==> src/prefix_code_tree_decoder_defines.svh <==
// Assertion macros shared by the prefix code tree decoder modules.
`ifndef PREFIX_CODE_TREE_DECODER_DEFINES_SVH
`define PREFIX_CODE_TREE_DECODER_DEFINES_SVH

// Check a condition in the same cycle as its trigger.
`define PCTD_ASSERT_IMPLY(label, ante, cons, msg) \
    label: assert property (@(posedge clk) disable iff (!rst_n) (ante) |-> (cons)) \
        else $error(msg);

// Check a condition in the cycle after its trigger.
`define PCTD_ASSERT_NEXT(label, ante, cons, msg) \
    label: assert property (@(posedge clk) disable iff (!rst_n) (ante) |=> (cons)) \
        else $error(msg);

`endif

==> src/pctd_pkg.sv <==
// Types and constants of the prefix code tree decoder.
package pctd_pkg;

    localparam int OP_W       = 2;
    localparam int SYM_W      = 8;
    localparam int CODE_W     = 16;
    localparam int LEN_IN_W   = 5;
    localparam int BYTE_W     = 8;
    localparam int TAIL_W     = 3;
    localparam int CHUNK_BITS = 6;
    localparam int CHUNK_W    = CHUNK_BITS;
    localparam int BCNT_W     = $clog2(CHUNK_BITS + 1);

    localparam logic [BYTE_W-1:0] TEXT_BIAS = 8'd48;

    localparam logic [OP_W-1:0] OP_CLEAR  = 2'd0;
    localparam logic [OP_W-1:0] OP_ADD    = 2'd1;
    localparam logic [OP_W-1:0] OP_DECODE = 2'd2;

    typedef struct packed {
        logic             produce;
        logic             finish;
        logic [SYM_W-1:0] symbol;
        logic             error;
        logic             table_full;
    } res_ctl_t;

    typedef struct packed {
        logic room;
        logic staged;
    } res_stat_t;

endpackage

==> src/pctd_result_if.sv <==
// Result transaction channel of the prefix code tree decoder.
interface pctd_result_if;

    logic                       valid;
    logic                       ready;
    logic [pctd_pkg::SYM_W-1:0] symbol;
    logic                       error;
    logic                       table_full;
    logic                       last;

    modport source (
        output valid, symbol, error, table_full, last,
        input  ready
    );

    modport sink (
        input  valid, symbol, error, table_full, last,
        output ready
    );

endinterface

==> src/pctd_result_stage.sv <==
// Result staging: holds one result back until its last flag is known.
`include "prefix_code_tree_decoder_defines.svh"

module pctd_result_stage (
    input  logic                clk,
    input  logic                rst_n,
    input  pctd_pkg::res_ctl_t  ctl,
    output pctd_pkg::res_stat_t stat,
    pctd_result_if.source       result
);

    logic                       have_reg;
    logic                       have_next;
    logic [pctd_pkg::SYM_W-1:0] st_symbol_reg;
    logic                       st_error_reg;
    logic                       st_full_reg;
    logic                       out_valid_reg;
    logic                       out_valid_next;
    logic [pctd_pkg::SYM_W-1:0] out_symbol_reg;
    logic                       out_error_reg;
    logic                       out_full_reg;
    logic                       out_last_reg;
    logic                       out_free;
    logic                       room;
    logic                       push;
    logic                       load;

    assign out_free = !out_valid_reg || result.ready;
    assign room     = !have_reg || out_free;
    assign push     = room && have_reg && (ctl.produce || ctl.finish);
    assign load     = room && ctl.produce;

    assign stat.room   = room;
    assign stat.staged = have_reg;

    always_comb
    begin
        have_next = have_reg;
        if (load)
        begin
            have_next = 1'b1;
        end
        else if (room && ctl.finish)
        begin
            have_next = 1'b0;
        end

        out_valid_next = out_valid_reg;
        if (push)
        begin
            out_valid_next = 1'b1;
        end
        else if (result.ready)
        begin
            out_valid_next = 1'b0;
        end
    end

    always_ff @(posedge clk or negedge rst_n)
    begin
        if (!rst_n)
        begin
            have_reg      <= 1'b0;
            out_valid_reg <= 1'b0;
        end
        else
        begin
            have_reg      <= have_next;
            out_valid_reg <= out_valid_next;
        end
    end

    always_ff @(posedge clk)
    begin
        if (load)
        begin
            st_symbol_reg <= ctl.symbol;
            st_error_reg  <= ctl.error;
            st_full_reg   <= ctl.table_full;
        end
        if (push)
        begin
            out_symbol_reg <= st_symbol_reg;
            out_error_reg  <= st_error_reg;
            out_full_reg   <= st_full_reg;
            out_last_reg   <= ctl.finish;
        end
    end

    assign result.valid      = out_valid_reg;
    assign result.symbol     = out_symbol_reg;
    assign result.error      = out_error_reg;
    assign result.table_full = out_full_reg;
    assign result.last       = out_last_reg;

    `PCTD_ASSERT_NEXT(a_finish_sends_last, ctl.finish && room && have_reg,
        result.valid && result.last, "staged result not sent as last")

endmodule

==> src/flat_wrapper.sv <==
// flat-port wrapper written by rule: the top's interface ports become plain ports
module pctd_result_stage_flat 
  (clk, rst_n, ctl, stat, result_valid, result_symbol, result_error, result_table_full, result_last, result_ready);
  pctd_result_if result_i ();
  input  logic clk;
  input  logic rst_n;
  input  pctd_pkg::res_ctl_t ctl;
  output pctd_pkg::res_stat_t stat;
  output wire logic [$bits(result_i.valid)-1:0] result_valid;
  output wire logic [$bits(result_i.symbol)-1:0] result_symbol;
  output wire logic [$bits(result_i.error)-1:0] result_error;
  output wire logic [$bits(result_i.table_full)-1:0] result_table_full;
  output wire logic [$bits(result_i.last)-1:0] result_last;
  input wire logic [$bits(result_i.ready)-1:0] result_ready;
  assign result_valid = result_i.valid;
  assign result_symbol = result_i.symbol;
  assign result_error = result_i.error;
  assign result_table_full = result_i.table_full;
  assign result_last = result_i.last;
  assign result_i.ready = result_ready;
  pctd_result_stage u_core (.clk(clk), .rst_n(rst_n), .ctl(ctl), .stat(stat), .result(result_i));
endmodule
==> config.mk <==
export PLATFORM = sky130hd
export DESIGN_NAME = pctd_result_stage_flat
export DESIGN_NICKNAME = d
export VERILOG_FILES = /design/src/pctd_pkg.sv /design/src/pctd_result_if.sv /design/src/pctd_result_stage.sv /design/src/flat_wrapper.sv
export VERILOG_INCLUDE_DIRS = /design/src /design/src/src
export SDC_FILE = /design/constraint.sdc
export NUM_CORES = 1
export LEC_CHECK = 0
export BUFFER_PORTS_ARGS = -buffer_cell sky130_fd_sc_hd__buf_2
export CORE_UTILIZATION = 30
export CTS_CLUSTER_SIZE = 24
export DETAILED_ROUTE_END_ITERATION = 6
export REMOVE_ABC_BUFFERS = 1
export SETUP_SLACK_MARGIN = 0.1
export SYNTH_ARGS = -nofsm -noshare
export SYNTH_HDL_FRONTEND = slang
export SYNTH_SLANG_ARGS = --single-unit
==> constraint.sdc <==
create_clock -name clk -period 2 [get_ports clk]
set_clock_uncertainty 0.2 [all_clocks]
set_input_delay 0.1 -clock clk [delete_from_list [all_inputs] [get_ports clk]]
set_output_delay 0.1 -clock clk [all_outputs]
set_load 0.005 [all_outputs]
==> metrics.txt, run 1 <==
status complete, no violations; Final nets 99; DIE WIDTH 52.8 um; Max Slew Vio Count 0; Yosys top cell area share 81.6%; number of global-route vias before repair 456; Max VDD drop 429 uV; Leak 0.458 nW; RSZ-0062 raised after global routing false; CP max stage delay 0.57 ns; via count 470; router iterations before antenna repair 4; WP data required 2.04 ns; Least-Margin Pin Slew 0.255 ns; register clock-pin slew on the reported worst setup and hold paths 0.12 ns; grt peak-use layer met2; number of max-cap violations 0; Die ar. 2780 sq um; CP max FO 2; post-synthesis sequential area ratio 88.0%; syn avg cell area 22.1 sq um; Rows 18; P per Cell Area 797 nW/um^2; FF+latch count, synth 23; grt met3 use 2.03%; EDFF count, synth 21; setup ws final 0.371 ns; Final Hold Fails 0; initial antenna violation count 0; biggest area consumer among synthesized cells edfxtp_1; synth cell count leaders 21 x edfxtp_1, 2 x buf_4, 2 x dfrtp_1, 2 x nand2_1, 2 x nor2_1; clock latency on the worst-skew pair 0.30 ns; Clk pwr share 22.5%; Critical Path AT 1.67 ns; met2 usage 19.0%; Final Wtd Congestion 0.763; area delta synth->final 47.1%; largest cells by area after synthesis edfxtp_1 82%, dfrtp_1 6.5%, a31oi_4 2.8%, buf_4 1.9%, nand2b_4 1.8%; crit-path leading delay family buffers and inverters; Int Pwr 0.716 mW; Avg WL per Cell 11.6 um; GRT Total Usage 10.9%; Distinct cells, synth 11; buffer and inverter count on the worst path 3; CP dominant cell by count dlygate4sd3_1; Starting Density 31.5%; remaining antenna violation count 0; first-pass GRT wire length 1970 um; PortBufs 28; critical path class input port to flop; post-route insts no fill 113; Longest Clk Path Bufs 2; layout cells sized above 1 43.4%; H-tree levels 1; CTS tree built; Layout fillers 217; Tot Pwr 0.907 mW; Multi-input gate area 73.8 sq um; Post-Layout Inst Area 1140 sq um; most frequent cell after synthesis edfxtp_1; post-synthesis async set-or-reset flop share 8.70%; clk root buf clkbuf_4; part of the power in registers 64.8%; DP Worst Slack 0.620 ns; Final Cycle Share 81.5%; Setup crit start kind input port; Setup TNS 0 ns; total CTS buffers 3; dpl cells 93; FF+latch area 681 sq um; worst-path cell chain dlygate4sd3_1, buf_2, nand2b_4, a31oi_4, dlygate4sd3_1; WHS 0.231 ns; Switching Power 0.190 mW; routed wire length 1310 um; combinational share of power 12.8%; fmax 614 MHz; met1 Usage GRT 10.2%; PostCTS Resize Cnt 0; Die Span Y 52.8 um; GR Overflow Total 0; Iter 0 DRT Violations 7; I/O pins 29; Antenna Cells 0; post-layout util 46.3%; Max stage delay cell, worst path dlygate4sd3_1; Via density 4.16; largest net degree at the start of global routing 13; Slew HR 82.8%; Worst Hold Class flop to flop; Synth Instances 35; min Tclk post-route 1.63 ns; endpoints failing setup 0; core footprint 2450 sq um; main flop type after synthesis edfxtp_1; TritonCTS Sinks 23; number of synthesis warnings 0; synthesized area 773 sq um; sw frac 21.0%; crit path capture type flop; drc violations 0; cell area after placement 951 sq um
[layout by cell type, fill, tap and decap left out, drive strengths merged]
master       Yosys  final
nor2             2      2
a21oi            1      1
a31oi            1      1
edfxtp          21     21
nand2            2      2
buf              2     30
inv              1      1
clkbuf           0      4
nand2b           1      1
o21ai            1      1
nor2b            1      1
dfrtp            2      2
dlygate4sd3      0     16
[metal layers]
metal / wire [um] / part of all wire [%] / vias up
li1: - / - / 223
met2: 700 / 54 / 23
met1: 470 / 36 / 218
met3: 71 / 5.4 / 6
met4: 65 / 5.0 / 0
met5: 0 / 0 / -
[power by group through the flow]
stage                     clock [mW]  sequential, mW  combinational [mW]
after global routing           0.238           0.591               0.126
after CTS                      0.214           0.587               0.115
after floorplan                    0           0.601              0.0313
after global placement             0           0.597              0.0872
final                          0.204           0.587               0.116
after detailed placement           0           0.598              0.0897
[timing repair]
action | 4_1_cts | 5_1_grt
hold endpoints to repair | 15 | 0
setup buffers | 0 | 0
hold buffers | 16 | 0
[cells by family after synthesis]
family / share of synthesized area [%]
AOI/OAI and AO/OA: 4.04
DFF: 88.0
buffers and inverters: 2.43
and+or+nand+nor: 5.50
[layout make-up]
type | count | area share (%)
timing repair buffer | 46 | 27.7
tap | 30 | 3.30
inverter | 1 | 0.330
multi-input combinational | 9 | 6.49
sequential | 23 | 59.8
clock buffer | 4 | 2.31
[worst paths after layout]
path                                           from             endpoint  slack (ns)  cells after the start
worst max-delay path                   result_ready      u_core.have_reg        0.37                      5
worst min-delay path            u_core.st_error_reg  u_core.result.error        0.23                      0
worst max register to register      u_core.have_reg      u_core.have_reg        0.45                      3
worst min register to register  u_core.st_error_reg  u_core.result.error        0.23                      0
max in group asynchronous                     rst_n  u_core.result.valid        1.00                      3
min in group asynchronous                     rst_n      u_core.have_reg        0.48                      3
(Power assumes the default switching activity.)
==> run 2, diff against run 1 <==
Clock period 2 ns to 1.4 ns, I/O delays scaled along.
==> metrics.txt, run 2 (synthesized netlist as in run 1, its figures left out) <==
via count 472 (+0.43%); FF+latch area 682 sq um (+0.18%); WHS -0.177 ns (-0.408 ns); Max Slew Vio Count 0 (unchanged); clk root buf clkbuf_4; r2r endpoint u_core.st_symbol_reg[6]; Multi-input gate area 83.8 sq um (+14%); WP data required 1.23 ns (-0.81 ns); Worst Hold Class input port to flop; most frequent cells in the layout 27 x buf_2, 21 x edfxtp_1, 14 x dlygate4sd3_1; setup ws final 0.0759 ns (-0.295 ns); fmax 755 MHz; status finished with violations; number of global-route vias before repair 462 (+1.3%); Setup crit start kind flop; H-tree levels 1 (unchanged); Worst Reg-to-Reg Cells 3 (unchanged); hold path cells 1 (+1); layout cells sized above 1 53.5% (+10 points); Max VDD drop 611 uV (+42%); worst reg2reg startpoint u_core.result.valid; Final Cycle Share 94.6%; hold_buf cts 14 (-2); Critical Path AT 1.16 ns (-0.51 ns); Die Span Y 52.8 um (unchanged); Int Pwr 1.05 mW (+46%); Max stage delay cell, worst path dfrtp_1; I/O pins 29 (unchanged); Starting Density 31.5% (unchanged); most common cell after layout, fill and taps aside buf_2; Iter 0 DRT Violations 5 (-2); Critical Path Source u_core.result.valid; worst-path cell chain nor2b_4, a21oi_2, buf_4; Least-Margin Pin Slew 0.236 ns (-0.0194 ns); GRT Total Usage 10.2% (-0.68 points); initial antenna violation count 0 (unchanged); Avg WL per Cell 11.6 um (+0.62%); DIE WIDTH 52.8 um (unchanged); CP max stage delay 0.40 ns (-0.17 ns); PortBufs 28 (unchanged); core footprint 2450 sq um (unchanged); TritonCTS Sinks 23 (unchanged); number of max-cap violations 0 (unchanged); Setup TNS 0 ns (unchanged); min Tclk post-route 1.32 ns; area delta synth->final 53.2%; failing checks hold timing; crit path capture type flop; post-layout util 48.3% (+1.9 points); combinational share of power 15.2% (+2.4 points); Final Hold Fails 3 (+3); critical path class flop to flop; register clock-pin slew on the reported worst setup and hold paths 0.12 ns (about the same); clock latency on the worst-skew pair 0.30 ns (about the same); CP max FO 5 (+3); Leak 0.485 nW (+5.8%); Via density 4.07 (-2.2%); first-pass GRT wire length 1880 um (-4.6%); largest net degree at the start of global routing 14 (+1); total CTS buffers 3 (unchanged); sw frac 22.0% (+1.0 points); DP Worst Slack 0.0283 ns (-0.592 ns); Longest Clk Path Bufs 2 (unchanged); R2R Setup Slk 0.08 ns (-0.37 ns); remaining antenna violation count 0 (unchanged); RSZ-0062 raised after global routing true; drc violations 0 (unchanged); router iterations before antenna repair 2 (-2); Final nets 102 (+3.0%); routed wire length 1350 um (+3.3%); CTS tree built; part of the power in registers 62.5% (-2.3 points); endpoints failing setup 0 (unchanged); Clk pwr share 22.3% (-0.2 points); critical path capture point u_core.st_symbol_reg[6]; GR Overflow Total 0 (unchanged); Switching Power 0.295 mW (+55%); Antenna Cells 0 (unchanged); P per Cell Area 1130 nW/um^2 (+42%); Slew HR 84.2% (+1.4 points); Die ar. 2780 sq um (unchanged); Final Wtd Congestion 0.764 (about the same); Layout fillers 222 (+2.3%); Rows 18 (unchanged)
## run 2: cell types whose count changed in the layout (fill, tap and decap cells not counted), sizes merged
cell / before / now
buf: 30 / 35
dlygate4sd3: 16 / 14
clkbuf: 4 / 3
clkinv: 0 / 1
## run 2: layer usage
metal / routed length [um] / up-vias / global-route usage, %
met5: 0 / - / 0
met3: 47 / 0 / 3.48
met1: 493 / 229 / 9.07
met2: 808 / 13 / 20.9
met4: 0 / 0 / 2.63
li1: - / 230 / -
## run 2: cell type report
| cell class | instances | share of cell area [%] |
|---|---|---|
| clock inverter | 1 | 0.422 |
| timing repair buffer | 49 | 29.6 |
| sequential | 23 | 57.5 |
| inverter | 1 | 0.317 |
| tap | 30 | 3.17 |
| clock buffer | 3 | 1.90 |
| multi-input combinational | 9 | 7.07 |
## run 2: worst min-delay path by stage
stage / from / endpoint
floorplan: rst_n / u_core.have_reg
detailed placement: rst_n / u_core.have_reg
finish: ctl[10] / u_core.result.last
global route: ctl[10] / u_core.result.last
CTS: ctl[10] / u_core.result.last
global placement: rst_n / u_core.have_reg
## run 2: timing repair
action                                  CTS  global route
gates resized for setup                   3             6
cloned                                    0             0
endpoints found under the hold margin    15             3
pin swaps                                 2             0
endpoints found under the setup margin   21            23
setup buffers                             2             0
## run 2: through the flow
step	total power [mW]	instances	area, sq um
2_1_floorplan	0.903	33	758
3_3_place_gp	0.992	96	973
3_5_place_dp	0.997	96	973
4_1_cts	1.34	116	1160
5_1_grt	1.41	116	1180
6_report	1.34	116	1180
## run 2: critical path: cells and delay by family, from the launching register on
| family | cells | cell delay (ns) |
|---|---|---|
| AO/OA/AOI/OAI | 1 | 0.16 |
| buffers and inverters | 1 | 0.17 |
| flip-flops | 1 | 0.40 |
| AND/OR/NAND/NOR | 1 | 0.14 |
## run 2: power by group through the flow
stage	clock (mW)	combinational (mW)	sequential (mW)
6_report	0.299	0.204	0.838
5_1_grt	0.344	0.221	0.843
4_1_cts	0.312	0.187	0.838
3_5_place_dp	0	0.144	0.853
3_3_place_gp	0	0.141	0.851
2_1_floorplan	0	0.0447	0.858
